<file path="src/hw/rtl/cps_pkg.sv">
// Package holding the types, state codes and constants of the coverage path sequencer.
package cps_pkg;

    localparam int SPEED_BITS = 10;
    localparam logic [SPEED_BITS-1:0] SPEED_MAX = '1;
    localparam logic [11:0] TILT_LIMIT = 12'd900;

    localparam int CFG_IDX_W  = 3;
    localparam int CFG_DATA_W = 16;

    typedef enum logic [4:0] {
        ST_WAIT   = 5'd0,
        ST_FL     = 5'd1,
        ST_FL_D   = 5'd2,
        ST_DL     = 5'd3,
        ST_DL_D   = 5'd4,
        ST_REV    = 5'd5,
        ST_REV_D  = 5'd6,
        ST_FU     = 5'd7,
        ST_FU_D   = 5'd8,
        ST_UD     = 5'd9,
        ST_UD_D   = 5'd10,
        ST_REV1   = 5'd11,
        ST_REV1_D = 5'd12,
        ST_FR     = 5'd13,
        ST_FR_D   = 5'd14,
        ST_DR     = 5'd15,
        ST_DR_D   = 5'd16,
        ST_FD     = 5'd17,
        ST_FD_D   = 5'd18,
        ST_FL1    = 5'd19,
        ST_FL1_D  = 5'd20,
        ST_DL1    = 5'd21,
        ST_DL1_D  = 5'd22,
        ST_NONE   = 5'd24
    } t_state;

    typedef enum logic [2:0] {
        D_STOP = 3'd0,
        D_FWD  = 3'd1,
        D_REV  = 3'd2,
        D_CW   = 3'd3,
        D_CCW  = 3'd4
    } t_dir;

    typedef enum logic [CFG_IDX_W-1:0] {
        CFG_SETTLE_MS      = 3'd0,
        CFG_TILT_TOLERANCE = 3'd1,
        CFG_TILT_GAIN      = 3'd2,
        CFG_TURN_SPEED     = 3'd3,
        CFG_SIDE_SPEED     = 3'd4,
        CFG_UP_SPEED       = 3'd5,
        CFG_DOWN_SPEED     = 3'd6,
        CFG_LEG_DISTANCE   = 3'd7
    } t_cfg_idx;

    localparam logic [15:0] RST_SETTLE_MS      = 16'd500;
    localparam logic [9:0]  RST_TILT_TOLERANCE = 10'd50;
    localparam logic [15:0] RST_TILT_GAIN      = 16'd256;
    localparam logic [9:0]  RST_TURN_SPEED     = 10'd300;
    localparam logic [9:0]  RST_SIDE_SPEED     = 10'd300;
    localparam logic [9:0]  RST_UP_SPEED       = 10'd400;
    localparam logic [9:0]  RST_DOWN_SPEED     = 10'd200;
    localparam logic [15:0] RST_LEG_DISTANCE   = 16'd200;

endpackage

</file>
<file path="src/hw/rtl/coverage_path_sequencer_top.sv">
// Top level of the coverage path sequencer: tick register, pattern state machine, command register.
// The sequencer takes one control tick per clock cycle unless a low i_out_ready stalls the output
// register, and returns one command beat per tick: the tick is registered, the pattern state
// machine, the single steering multiplier and the saturation decide the command combinationally,
// and the result lands in an output register. The pattern state is updated at the same edge, so
// the next tick, already waiting in the tick register, sees it. Configuration is written through
// a plain write port while no tick is in flight; the user must ensure this, the block does not.
// Steering speeds are base plus or minus tilt times gain in Q8.8, floored and saturated to the
// speed range; after every stop, later ticks are held until the settle time since state entry passes.
module coverage_path_sequencer_top
    import cps_pkg::*;
#(
    parameter int REVERSE_MM = 30
) (
    input  logic                  i_clk,
    input  logic                  i_rst_n,
    input  logic                  i_cfg_we,
    input  logic [CFG_IDX_W-1:0]  i_cfg_idx,
    input  logic [CFG_DATA_W-1:0] i_cfg_data,
    input  logic                  i_in_valid,
    output logic                  o_in_ready,
    input  logic [31:0]           i_now_ms,
    input  logic                  i_bumper_pressed,
    input  logic                  i_x_tilt_valid,
    input  logic signed [11:0]    i_x_tilt,
    input  logic                  i_x_tilt_up,
    input  logic                  i_y_tilt_valid,
    input  logic signed [11:0]    i_y_tilt,
    input  logic                  i_y_tilt_up,
    input  logic [15:0]           i_left_distance,
    input  logic [15:0]           i_right_distance,
    output logic                  o_out_valid,
    input  logic                  i_out_ready,
    output logic                  o_drive_valid,
    output logic [9:0]            o_left_speed,
    output logic [9:0]            o_right_speed,
    output logic [2:0]            o_drive_dir,
    output logic                  o_reset_distance,
    output logic [4:0]            o_current_state,
    output logic                  o_held
);

    logic [15:0] r_settle_ms;
    logic [9:0]  r_tilt_tolerance;
    logic [15:0] r_tilt_gain;
    logic [9:0]  r_turn_speed;
    logic [9:0]  r_side_speed;
    logic [9:0]  r_up_speed;
    logic [9:0]  r_down_speed;
    logic [15:0] r_leg_distance;

    logic               r_in_valid;
    logic [31:0]        r_now_ms;
    logic               r_bump;
    logic               r_xv;
    logic signed [11:0] r_x;
    logic               r_xup;
    logic               r_yv;
    logic signed [11:0] r_y;
    logic               r_yup;
    logic [15:0]        r_ld;
    logic [15:0]        r_rd;

    t_state      r_state, n_state;
    t_state      r_prev;
    logic [31:0] r_start_ms;
    logic        r_settle_pending, n_settle_pending;
    logic        r_turn_left, n_turn_left;

    logic        r_out_valid;
    logic        r_drive_valid;
    logic [9:0]  r_left_speed;
    logic [9:0]  r_right_speed;
    t_dir        r_drive_dir;
    logic        r_reset_distance;
    logic [4:0]  r_current_state;
    logic        r_held;

    logic        adv;
    logic        held;
    logic [31:0] elapsed;

    logic        cmd_valid;
    logic [9:0]  cmd_l;
    logic [9:0]  cmd_r;
    t_dir        cmd_d;

    logic signed [12:0] x_ext;
    logic signed [12:0] tol_s;
    logic [11:0]        mag_x;
    logic [11:0]        mag_y;
    logic               ysteer;
    logic               c_face_left;
    logic               c_face_right;
    logic               c_face_up;
    logic               c_face_down;
    logic               c_rev_done;
    logic               c_leg_done;

    logic [9:0]         st_base;
    logic signed [11:0] st_tilt;
    logic               st_neg;
    logic signed [16:0] st_gain;
    logic signed [28:0] st_prod;
    logic signed [29:0] st_term;
    logic signed [29:0] st_sum;
    logic [21:0]        st_quot;
    logic [9:0]         sv;

    assign adv        = r_in_valid && (!r_out_valid || i_out_ready);
    assign o_in_ready = !r_in_valid || adv;

    always_ff @(posedge i_clk) begin
        if (!i_rst_n) begin
            r_settle_ms      <= RST_SETTLE_MS;
            r_tilt_tolerance <= RST_TILT_TOLERANCE;
            r_tilt_gain      <= RST_TILT_GAIN;
            r_turn_speed     <= RST_TURN_SPEED;
            r_side_speed     <= RST_SIDE_SPEED;
            r_up_speed       <= RST_UP_SPEED;
            r_down_speed     <= RST_DOWN_SPEED;
            r_leg_distance   <= RST_LEG_DISTANCE;
        end else if (i_cfg_we) begin
            case (t_cfg_idx'(i_cfg_idx))
                CFG_SETTLE_MS:      r_settle_ms      <= i_cfg_data;
                CFG_TILT_TOLERANCE: r_tilt_tolerance <= i_cfg_data[9:0];
                CFG_TILT_GAIN:      r_tilt_gain      <= i_cfg_data;
                CFG_TURN_SPEED:     r_turn_speed     <= i_cfg_data[9:0];
                CFG_SIDE_SPEED:     r_side_speed     <= i_cfg_data[9:0];
                CFG_UP_SPEED:       r_up_speed       <= i_cfg_data[9:0];
                CFG_DOWN_SPEED:     r_down_speed     <= i_cfg_data[9:0];
                CFG_LEG_DISTANCE:   r_leg_distance   <= i_cfg_data;
                default: ;
            endcase
        end
    end

    always_ff @(posedge i_clk) begin
        if (!i_rst_n) begin
            r_in_valid <= 1'b0;
        end else if (o_in_ready) begin
            r_in_valid <= i_in_valid;
        end
    end

    always_ff @(posedge i_clk) begin
        if (o_in_ready && i_in_valid) begin
            r_now_ms <= i_now_ms;
            r_bump   <= i_bumper_pressed;
            r_xv     <= i_x_tilt_valid;
            r_x      <= i_x_tilt;
            r_xup    <= i_x_tilt_up;
            r_yv     <= i_y_tilt_valid;
            r_y      <= i_y_tilt;
            r_yup    <= i_y_tilt_up;
            r_ld     <= i_left_distance;
            r_rd     <= i_right_distance;
        end
    end

    assign elapsed = r_now_ms - r_start_ms;
    assign held    = r_settle_pending && (elapsed < {16'd0, r_settle_ms});

    assign x_ext  = {r_x[11], r_x};
    assign tol_s  = $signed({3'd0, r_tilt_tolerance});
    assign mag_x  = r_x[11] ? 12'(-r_x) : r_x;
    assign mag_y  = r_y[11] ? 12'(-r_y) : r_y;
    assign ysteer = r_yv && (mag_y < TILT_LIMIT);

    assign c_face_left  = r_xv && (x_ext < (tol_s - $signed({1'b0, TILT_LIMIT})));
    assign c_face_right = r_xv && (x_ext > ($signed({1'b0, TILT_LIMIT}) - tol_s));
    assign c_face_up    = r_xv && r_xup && ({1'b0, mag_x} < {3'd0, r_tilt_tolerance});
    assign c_face_down  = r_xv && !r_xup && (x_ext < tol_s);
    assign c_rev_done   = (r_ld > 16'(REVERSE_MM)) && (r_rd > 16'(REVERSE_MM));
    assign c_leg_done   = (r_ld > r_leg_distance) && (r_rd > r_leg_distance);

    always_comb begin
        st_base = r_side_speed;
        st_tilt = r_y;
        st_neg  = 1'b0;
        case (r_state)
            ST_DL:  st_neg = r_yup;
            ST_DR:  st_neg = r_yup;
            ST_DL1: st_neg = !r_yup;
            ST_UD: begin
                st_tilt = r_x;
                st_neg  = r_x[11];
                st_base = (r_prev == ST_FU_D) ? r_up_speed : r_down_speed;
            end
            default: ;
        endcase
    end

    assign st_gain = $signed({1'b0, r_tilt_gain});
    assign st_prod = st_tilt * st_gain;
    assign st_term = st_neg ? -{st_prod[28], st_prod} : {st_prod[28], st_prod};
    assign st_sum  = $signed({12'd0, st_base, 8'd0}) + st_term;
    assign st_quot = st_sum[29:8];

    always_comb begin
        if (st_sum[29]) begin
            sv = '0;
        end else if (st_quot > 22'(SPEED_MAX)) begin
            sv = SPEED_MAX;
        end else begin
            sv = st_quot[9:0];
        end
    end

    // Next pattern state, settle flag and turn side.
    always_comb begin
        n_state          = r_state;
        n_settle_pending = r_settle_pending;
        n_turn_left      = r_turn_left;
        if (!held) begin
            case (r_state)
                ST_WAIT: begin
                    if (r_bump) n_state = ST_FL;
                end
                ST_FL: begin
                    if (c_face_left) begin
                        n_state          = ST_FL_D;
                        n_settle_pending = 1'b1;
                    end
                end
                ST_FL_D, ST_FU_D, ST_FD_D: begin
                    n_settle_pending = 1'b0;
                    n_state          = (r_state == ST_FL_D) ? ST_DL : ST_UD;
                end
                ST_DL: begin
                    if (r_bump) begin
                        n_state          = ST_DL_D;
                        n_settle_pending = 1'b1;
                    end
                end
                ST_DL_D, ST_UD_D: begin
                    n_settle_pending = 1'b0;
                    n_state          = (r_state == ST_DL_D) ? ST_REV : ST_REV1;
                end
                ST_REV, ST_REV1: begin
                    if (c_rev_done) begin
                        n_state          = (r_state == ST_REV) ? ST_REV_D : ST_REV1_D;
                        n_settle_pending = 1'b1;
                    end
                end
                ST_REV_D: begin
                    n_settle_pending = 1'b0;
                    n_state          = ST_FU;
                end
                ST_FU: begin
                    if (c_face_up) begin
                        n_state          = ST_FU_D;
                        n_settle_pending = 1'b1;
                    end
                end
                ST_UD: begin
                    if (r_bump) begin
                        if (r_prev == ST_FU_D) n_turn_left = 1'b0;
                        if (r_prev == ST_FD_D) n_turn_left = 1'b1;
                        n_state          = ST_UD_D;
                        n_settle_pending = 1'b1;
                    end
                end
                ST_REV1_D: begin
                    n_settle_pending = 1'b0;
                    n_state          = r_turn_left ? ST_FL1 : ST_FR;
                end
                ST_FR, ST_FL1: begin
                    if (c_face_right) begin
                        n_state          = (r_state == ST_FR) ? ST_FR_D : ST_FL1_D;
                        n_settle_pending = 1'b1;
                    end
                end
                ST_FR_D, ST_FL1_D: begin
                    n_settle_pending = 1'b0;
                    n_state          = (r_state == ST_FR_D) ? ST_DR : ST_DL1;
                end
                ST_DR, ST_DL1: begin
                    if (c_leg_done) begin
                        n_state          = (r_state == ST_DR) ? ST_DR_D : ST_DL1_D;
                        n_settle_pending = 1'b1;
                    end
                end
                ST_DR_D: begin
                    n_settle_pending = 1'b0;
                    n_state          = ST_FD;
                end
                ST_DL1_D: begin
                    n_settle_pending = 1'b0;
                    n_state          = ST_FU;
                end
                ST_FD: begin
                    if (c_face_down) begin
                        n_state          = ST_FD_D;
                        n_settle_pending = 1'b1;
                    end
                end
                default: ;
            endcase
        end
    end

    // Motor command; a later assignment overrides an earlier one, so a stop wins.
    always_comb begin
        cmd_valid = 1'b0;
        cmd_l     = '0;
        cmd_r     = '0;
        cmd_d     = D_STOP;
        if (!held) begin
            case (r_state)
                ST_WAIT: begin
                    if (r_bump) begin
                        cmd_valid = 1'b1;
                        cmd_l     = r_turn_speed;
                        cmd_r     = r_turn_speed;
                        cmd_d     = D_CCW;
                    end
                end
                ST_FL, ST_FL1: begin
                    cmd_valid = 1'b1;
                    cmd_l     = r_turn_speed;
                    cmd_r     = r_turn_speed;
                    cmd_d     = D_CCW;
                end
                ST_FR, ST_FD, ST_REV_D, ST_DR_D: begin
                    cmd_valid = 1'b1;
                    cmd_l     = r_turn_speed;
                    cmd_r     = r_turn_speed;
                    cmd_d     = D_CW;
                end
                ST_DL1_D: begin
                    cmd_valid = 1'b1;
                    cmd_l     = r_turn_speed;
                    cmd_r     = r_turn_speed;
                    cmd_d     = D_CCW;
                end
                ST_FL_D, ST_FU_D, ST_FD_D, ST_FR_D, ST_FL1_D: begin
                    cmd_valid = 1'b1;
                    cmd_l     = r_turn_speed;
                    cmd_r     = r_turn_speed;
                    cmd_d     = D_FWD;
                end
                ST_DL_D, ST_UD_D, ST_REV, ST_REV1: begin
                    cmd_valid = 1'b1;
                    cmd_l     = r_turn_speed;
                    cmd_r     = r_turn_speed;
                    cmd_d     = D_REV;
                end
                ST_REV1_D: begin
                    cmd_valid = 1'b1;
                    cmd_l     = r_turn_speed;
                    cmd_r     = r_turn_speed;
                    cmd_d     = r_turn_left ? D_CCW : D_CW;
                end
                ST_FU: begin
                    if (r_prev == ST_REV_D || r_prev == ST_DL1_D) begin
                        cmd_valid = 1'b1;
                        cmd_l     = r_turn_speed;
                        cmd_r     = r_turn_speed;
                        cmd_d     = (r_prev == ST_REV_D) ? D_CW : D_CCW;
                    end
                end
                ST_DL, ST_DL1: begin
                    if (ysteer) begin
                        cmd_valid = 1'b1;
                        cmd_d     = D_FWD;
                        cmd_l     = r_yup ? sv : r_side_speed;
                        cmd_r     = r_yup ? r_side_speed : sv;
                    end
                end
                ST_DR: begin
                    if (ysteer) begin
                        cmd_valid = 1'b1;
                        cmd_d     = D_FWD;
                        cmd_l     = r_yup ? r_side_speed : sv;
                        cmd_r     = r_yup ? sv : r_side_speed;
                    end
                end
                ST_UD: begin
                    if (r_xv && r_x != 12'sd0 &&
                        (r_prev == ST_FU_D || r_prev == ST_FD_D)) begin
                        cmd_valid = 1'b1;
                        cmd_d     = D_FWD;
                        if ((r_prev == ST_FU_D) != r_x[11]) begin
                            cmd_l = sv;
                            cmd_r = st_base;
                        end else begin
                            cmd_l = st_base;
                            cmd_r = sv;
                        end
                    end
                end
                default: ;
            endcase

            if ((r_state == ST_FL && c_face_left) ||
                ((r_state == ST_DL || r_state == ST_UD) && r_bump) ||
                ((r_state == ST_REV || r_state == ST_REV1) && c_rev_done) ||
                (r_state == ST_FU && c_face_up) ||
                ((r_state == ST_FR || r_state == ST_FL1) && c_face_right) ||
                ((r_state == ST_DR || r_state == ST_DL1) && c_leg_done) ||
                (r_state == ST_FD && c_face_down)) begin
                cmd_valid = 1'b1;
                cmd_l     = '0;
                cmd_r     = '0;
                cmd_d     = D_STOP;
            end
        end
    end

    always_ff @(posedge i_clk) begin
        if (!i_rst_n) begin
            r_state          <= ST_WAIT;
            r_prev           <= ST_NONE;
            r_start_ms       <= '0;
            r_settle_pending <= 1'b0;
            r_turn_left      <= 1'b0;
        end else if (adv) begin
            r_state          <= n_state;
            r_settle_pending <= n_settle_pending;
            r_turn_left      <= n_turn_left;
            if (n_state != r_state) begin
                r_prev     <= r_state;
                r_start_ms <= r_now_ms;
            end
        end
    end

    always_ff @(posedge i_clk) begin
        if (!i_rst_n) begin
            r_out_valid <= 1'b0;
        end else if (adv) begin
            r_out_valid <= 1'b1;
        end else if (i_out_ready) begin
            r_out_valid <= 1'b0;
        end
    end

    always_ff @(posedge i_clk) begin
        if (adv) begin
            r_drive_valid    <= cmd_valid;
            r_left_speed     <= cmd_l;
            r_right_speed    <= cmd_r;
            r_drive_dir      <= cmd_d;
            r_reset_distance <= (n_state != r_state);
            r_current_state  <= n_state;
            r_held           <= held;
        end
    end

    assign o_out_valid      = r_out_valid;
    assign o_drive_valid    = r_drive_valid;
    assign o_left_speed     = r_left_speed;
    assign o_right_speed    = r_right_speed;
    assign o_drive_dir      = r_drive_dir;
    assign o_reset_distance = r_reset_distance;
    assign o_current_state  = r_current_state;
    assign o_held           = r_held;

    a_held_quiet: assert property (@(posedge i_clk) disable iff (!i_rst_n)
        o_out_valid && o_held |-> !o_drive_valid && !o_reset_distance)
        else $error("held beat carries a command or a state change");

    a_change_drives: assert property (@(posedge i_clk) disable iff (!i_rst_n)
        o_out_valid && o_reset_distance |-> o_drive_valid)
        else $error("state change without a motor command");

    a_settle_in_done_state: assert property (@(posedge i_clk) disable iff (!i_rst_n)
        r_settle_pending |-> !r_state[0] && r_state != ST_WAIT)
        else $error("settle pending outside a stopped state");

    a_stop_zero_speed: assert property (@(posedge i_clk) disable iff (!i_rst_n)
        o_out_valid && o_drive_dir == D_STOP |-> o_left_speed == '0 && o_right_speed == '0)
        else $error("stop beat with non-zero speed");

endmodule
</file>
<file path="config.mk">
export PLATFORM = sky130hd
export DESIGN_NAME = coverage_path_sequencer_top
export DESIGN_NICKNAME = d
export VERILOG_FILES = /design/src/hw/rtl/cps_pkg.sv /design/src/hw/rtl/coverage_path_sequencer_top.sv
export SDC_FILE = /design/constraint.sdc
export NUM_CORES = 1
export LEC_CHECK = 0
export BUFFER_PORTS_ARGS = -buffer_cell sky130_fd_sc_hd__buf_4
export CAP_MARGIN = 10
export CORE_UTILIZATION = 45
export CTS_CLUSTER_SIZE = 25
export DETAILED_ROUTE_END_ITERATION = 16
export PLACE_DENSITY_LB_ADDON = 0.15
export SETUP_SLACK_MARGIN = 0.1
export SLEW_MARGIN = 20
export SYNTH_ARGS = -nofsm -noshare
export SYNTH_HDL_FRONTEND = slang
export SYNTH_SLANG_ARGS = --single-unit
</file>
<file path="constraint.sdc">
create_clock -name i_clk -period 20.5 [get_ports i_clk]
set_input_delay 1.025 -clock i_clk [delete_from_list [all_inputs] [get_ports i_clk]]
set_output_delay 1.025 -clock i_clk [all_outputs]
set_load 0.02 [all_outputs]
</file>
==> metrics.md, run 1 <==
| Metric | Value |
|---|---|
| CP peak stage delay | 830 ps |
| CP Capture Type | register |
| Die area | 53000 um2 |
| Initial antenna violation count | 2 |
| Peak VDD IR | 0.0707 mV |
| Number of synthesized flops with an enable pin | 124 |
| Fin nets | 3305 |
| Syn nets | 3230 |
| Drt drc | 0 |
| Layout Cell Area excl Fill | 26000 um2 |
| Die W | 230 um |
| DR WL/cell | 18.3 um |
| CP startpoint kind | register |
| PwrDens | 66.3 nW/um2 |
| Cell type with the largest total area after synthesis | edfxtp_1 |
| Num CTS Buffers | 28 |
| Synthesis-stage register bit count | 268 |
| First-pass GRT wire length | 104000 um |
| Critical path data required time | 20800 ps |
| Vias per cell | 5.55 |
| Hold_buf cts | 0 |
| Worst EP arrival | 11200 ps |
| Worst skew pair latency | 570 ps |
| Worst Path Max Fanout | 34 |
| Setup WS pre-CTS | 9670 ps |
| FF-to-FF End | o_left_speed[2] |
| Register-to-register setup slack | 9600 ps |
| Critical path buffers and inverters | 4 |
| Lkg Pwr | 11.0 nW |
| Final GP Congestion | 0.916 |
| Area share of and/or/nand/nor cells after synthesis | 0.197 |
| Pin count of the biggest net entering global routing | 80 |
| NetSw | 0.606 mW |
| Comb power frac | 0.353 |
| Yosys warns | 0 |
| Compound-Gate Fraction of Synth Area | 0.155 |
| Post-CTS Resized | 0 |
| DRT iter0 DRCs | 1281 |
| Max Cap Viol | 0 |
| Outcome | complete, no violations |
| Power Internal | 1.12 mW |
| Placed Cells | 3478 |
| Minimum clock period | 10900 ps |
| Final setup violation count | 0 |
| Worst hold start | r_up_speed[9] |
| Post-synthesis adder-cell area fraction | 0.238 |
| F_max | 0.0918 GHz |
| Post-DRT Antenna Nets | 0 |
| Vias in the first global route | 19700 |
| Post-synthesis sequential area ratio | 0.282 |
| Fillers | 4890 |
| Initial Utilization | 0.456 |
| Setup TNS | 0 ps |
| Post-Syn Instances | 2753 |
| Die Y | 230 um |
| Top cell type's share of synthesized area | 0.159 |
| Power Total | 1.72 mW |
| CP max stage cell | o21ai_1 |
| Xor and xnor area share after synthesis | 0.0340 |
| WS Path Type | reg2reg |
| Max-slew violations | 0 |
| Synth Cell Area | 23400 um2 |
| Top cells by area, synth | edfxtp_1 (16%), dfxtp_1 (12%), fa_1 (12%) |
| Hold EP | r_up_speed[9] |
| Final Hold Fails | 0 |
| Grt total ovfl | 0 |
| Setup repair bufs after CTS | 0 |
| Reg2reg start | r_state[3] |
| Synthesized area per cell | 8.51 um2 |
| CTS tree | yes |
| Largest family of logic cells by synthesized area | adder cells |
| FF+latch area | 6610 um2 |
| Total clock sinks | 268 |
| Proportion of synthesized area in mux cells | 0.0228 |
| Slew margin rel. | 0.313 |
| Clock power frac | 0.295 |
| Async SR Flop Fraction | 0 |
| Diodes inserted | 0 |
| Final hold slack | 457 ps |
| Number of buffers added on ports | 149 |
| GRT Util Overall | 0.244 |
| Drt total wl | 64400 um |
| Top Family by Delay on Critical Path | adder cells |
| Post-detail-place hpwl | 50500 um |
| Max clock buf depth | 3 |
| Fin cells | 3528 |
| Io pins | 150 |
| Placed Area | 25100 um2 |
| Area Overhead vs Synth | 11.0% |
| Top FF cell, synth | dfxtp_1 |
| Worst-Margin Slew | 1020 ps |
| RSZ-0062 raised after global routing | false |
| Worst Skew | 33.8 ps |
| Area of the multi-input gates | 15200 um2 |
| Final Cycle Share | 0.532 |
| Hold/Removal Path Class | reg2reg |
| Final core area utilization | 0.506 |
| Num rows | 83 |
| Worst-path clk slew | 60 ps |
| Sw frac | 0.352 |
| H-tree levels | 1 |
| Core Region | 51400 um2 |
| WHS Path Cells | 2 |
| Share of layout cells above drive strength 1 | 0.0906 |
| Worst setup margin | 9600 ps |
| Via Count | 19600 |
| Most numerous cell on the critical path | fa_1 |
| Root Buffer | clkbuf_16 |
| Netlist cell types | 89 |
| Worst r2r path cells | 34 |
| Seq pwr share | 0.352 |
| Drt pass-1 iters | 6 |
-- kinds of logic (layout without fill, tap and decap cells) --
| family | count (synthesis) | after routing |
|---|---|---|
| simple gates | 990 | 990 |
| xor+xnor | 90 | 90 |
| fa+ha+maj | 360 | 360 |
| buf+inv | 434 | 529 |
| flops | 268 | 268 |
| compound gates | 558 | 558 |
| mux | 53 | 53 |
-- state kept, by name (all words and copies together), names as in the netlist, 10 cells and up --
name	count
o_left_speed	10
r_start_ms	32
o_right_speed	10
r_settle_ms	16
r_rd	16
r_now_ms	32
r_x	12
r_y	12
r_ld	16
r_up_speed	10
r_tilt_gain	16
r_down_speed	10
r_leg_distance	16
r_tilt_tolerance	10
r_side_speed	10
r_turn_speed	10
-- power groups by stage --
stage,combinational [mW],sequential (mW),clock [mW]
final,0.608,0.607,0.508
after global routing,0.680,0.610,0.542
after CTS,0.605,0.607,0.520
after detailed placement,0.601,0.618,0
after global placement,0.594,0.618,0
after floorplan,0.441,0.613,0
-- routing by layer --
layer / GRT usage / routed length, um / part of all wire
met1: 0.318 / 28600 / 0.44
met2: 0.431 / 31200 / 0.49
met3: 0.0270 / 3170 / 0.049
met4: 0.0571 / 1330 / 0.021
met5: 0 / 25 / 0.00039
-- tightest hold or removal path, delay by kind of cell, from the launching register on --
kind,cells,cell delay (ps)
AO/OA/AOI/OAI,1,50
flip-flops,1,310
AND/OR/NAND/NOR,1,50
-- worst max path at each step --
stage,startpoint,end,slack [ps],cells past startpoint
after floorplan,r_state[3],o_right_speed[2],11430,39
final,r_state[3],o_left_speed[2],9600,34
after global placement,r_state[3],o_left_speed[2],10060,32
after detailed placement,r_state[3],o_left_speed[2],9670,34
after global routing,r_state[3],o_left_speed[2],8880,34
after CTS,r_state[3],o_left_speed[2],9650,34
-- layout by cell type (no fill, tap or decap), types with 68 or more instances in the layout --
master | synthesis | layout
dfxtp_1 | 144 | 144
and2_1 | 69 | 68
buf_4 | 2 | 169
nor2_1 | 167 | 166
o21ai_0 | 85 | 85
edfxtp_1 | 124 | 124
a21oi_1 | 184 | 184
fa_1 | 143 | 143
nand2_1 | 470 | 470
ha_1 | 217 | 217
inv_1 | 309 | 309
-- Yosys cell counts (all sizes together) (7+ instances only) --
library cell	n
edfxtp	124
o21bai	7
a21boi	10
or3	12
o21a	26
a31oi	20
nand3	61
xor2	22
a211oi	22
nand2	470
and2	69
a21oi	186
o211ai	23
a221o	20
o21ai	108
o31ai	9
nor2	168
ha	217
nor2b	29
a32oi	12
o22ai	7
nor4	24
clkbuf	104
fa	143
buf	20
a22oi	12
nor3	49
and3	13
nand4	21
a21o	33
dfxtp	144
xnor2	68
inv	310
nand2b	24
mux2i	50
or2	11
-- area by class of cell --
type	instances	share of cell area
clock buffers	38	0.0308
clock inverters	12	0.00457
repair buffers	169	0.0488
inverters	310	0.0448
well taps	680	0.0327
multi-input cells	2051	0.584
flip-flops and latches	268	0.254
Note: power is estimated with default switching activity, not from simulation.
==> inputs of run 2 (changes only) <==
- clock period: 20.5 -> 10.9 ns (I/O delays scaled with it)
==> run 2 against run 1 <==
Net effect: first-iteration DRC count increased by 13%; via count increased by 1.6%; non-clock buffer count increased by 10; register-to-register slack got worse by 8700 ps; setup slack got worse by 8700 ps; combinational power increased by 89%; largest power group unchanged.
==> metrics.md, run 2 (synthesized netlist as in run 1, its figures left out) <==
| Metric | Value |
|---|---|
| Lkg Pwr | 11.1 nW |
| Worst EP arrival | 10340 ps |
| Number of buffers added on ports | 149 |
| Final setup violation count | 0 |
| Most frequent cells in the layout | nand2_1 (467), inv_1 (309), ha_1 (217), a21oi_1 (184), buf_4 (179) |
| Critical path data required time | 11210 ps |
| Largest registers | r_now_ms (32), r_start_ms (32) |
| Die W | 230 um |
| Total clock sinks | 268 |
| Post-CTS Resized | 0 |
| Initial Utilization | 0.456 |
| CP Capture Type | register |
| Area of the multi-input gates | 15200 um2 |
| Post-detail-place hpwl | 52000 um |
| Final Cycle Share | 0.920 |
| Initial antenna violation count | 0 |
| CTS tree | yes |
| Area Overhead vs Synth | 11.6% |
| Minimum clock period | 10030 ps |
| Core Region | 51400 um2 |
| Max Cap Viol | 0 |
| Grt total ovfl | 0 |
| Fin nets | 3316 |
| Pin count of the biggest net entering global routing | 86 |
| Post-DRT Antenna Nets | 0 |
| Final hold slack | 138 ps |
| Hold/Removal Path Class | in2reg |
| Num CTS Buffers | 29 |
| Via Count | 19900 |
| WS Path Type | reg2reg |
| PwrDens | 126 nW/um2 |
| CP max stage cell | fa_1 |
| Setup TNS | 0 ps |
| DR WL/cell | 18.4 um |
| Slew margin rel. | 0.364 |
| FF+latch area | 6610 um2 |
| Drt drc | 0 |
| Diodes inserted | 0 |
| Drt total wl | 65300 um |
| Commonest non-fill, non-tap cell in the layout | nand2_1 |
| Num rows | 83 |
| F_max | 0.0997 GHz |
| Vias in the first global route | 20000 |
| Fillers | 4890 |
| Worst Path Max Fanout | 25 |
| DRT iter0 DRCs | 1444 |
| Io pins | 150 |
| Drt pass-1 iters | 6 |
| Max-slew violations | 0 |
| Hold_buf cts | 0 |
| Worst-path clk slew | 70 ps |
| GRT Util Overall | 0.248 |
| Most numerous cell on the critical path | fa_1 |
| Final Hold Fails | 0 |
| Share of layout cells above drive strength 1 | 0.0961 |
| Outcome | complete, no violations |
| First-pass GRT wire length | 106000 um |
| RSZ-0062 raised after global routing | false |
| Root Buffer | clkbuf_16 |
| Die area | 53000 um2 |
| CP peak stage delay | 570 ps |
| Max clock buf depth | 3 |
| Final GP Congestion | 0.911 |
| H-tree levels | 1 |
| Worst-Margin Slew | 940 ps |
| Peak VDD IR | 0.120 mV |
| Die Y | 230 um |
| CP startpoint kind | register |
| Setup repair bufs after CTS | 0 |
| Worst Skew | 42.1 ps |
| Vias per cell | 5.62 |
| Worst skew pair latency | 580 ps |
-- run 2: worst max-delay path: cells and delay by family, from the launching register on --
kind,cells,cell delay (ps)
DFF,1,370
muxes,1,260
and+or+nand+nor,12,2600
AOI/OAI and AO/OA,11,2490
xor gates and xnor gates,2,340
adders and majority gates,7,3020
buffers and inverters,5,660
-- run 2: layout make-up --
cell class | count | share of cell area
multi-input combinational | 2051 | 0.581
tap | 680 | 0.0325
inverter | 310 | 0.0445
clock inverter | 11 | 0.00383
clock buffer | 43 | 0.0337
sequential | 268 | 0.253
timing repair buffer | 179 | 0.0514
-- run 2: worst paths after layout --
path                   start              end  slack (ps)  depth (start not counted)
min             i_now_ms[31]     r_now_ms[31]         140                          1
max               r_state[4]  o_left_speed[2]         870                         38
min reg2reg  r_down_speed[0]  r_down_speed[0]         450                          2
max reg2reg       r_state[4]  o_left_speed[2]         870                         38
-- run 2: layer usage --
metal | global-route usage | share of wire | vias up | routed length [um]
li1 | - | - | 9606 | -
met1 | 0.325 | 0.44 | 9573 | 28700
met2 | 0.423 | 0.48 | 605 | 31200
met3 | 0.0250 | 0.050 | 112 | 3290
met4 | 0.0882 | 0.033 | 0 | 2180
met5 | 0 | 0 | - | 0
-- run 2: report_power, final --
group          leakage (nW)  internal (mW)  switching [mW]  total (mW)
clock network         0.483          0.586           0.414        1.00
registers              2.37           1.10          0.0393        1.14
logic                  8.24          0.444           0.706        1.15
-- run 2: stage by stage --
stage | setup slack (ps) | area [um2] | total power, mW | util | cells
6_report | 867 | 26200 | 3.29 | 0.509 | 3542
5_1_grt | 155 | 26200 | 3.50 | 0.509 | 3542
2_1_floorplan | 1830 | 23400 | 1.98 | - | 2753
4_1_cts | 593 | 26100 | 3.30 | 0.508 | 3542
3_5_place_dp | 614 | 25100 | 2.29 | 0.489 | 3488
3_3_place_gp | 966 | 25100 | 2.28 | 0.489 | 3488
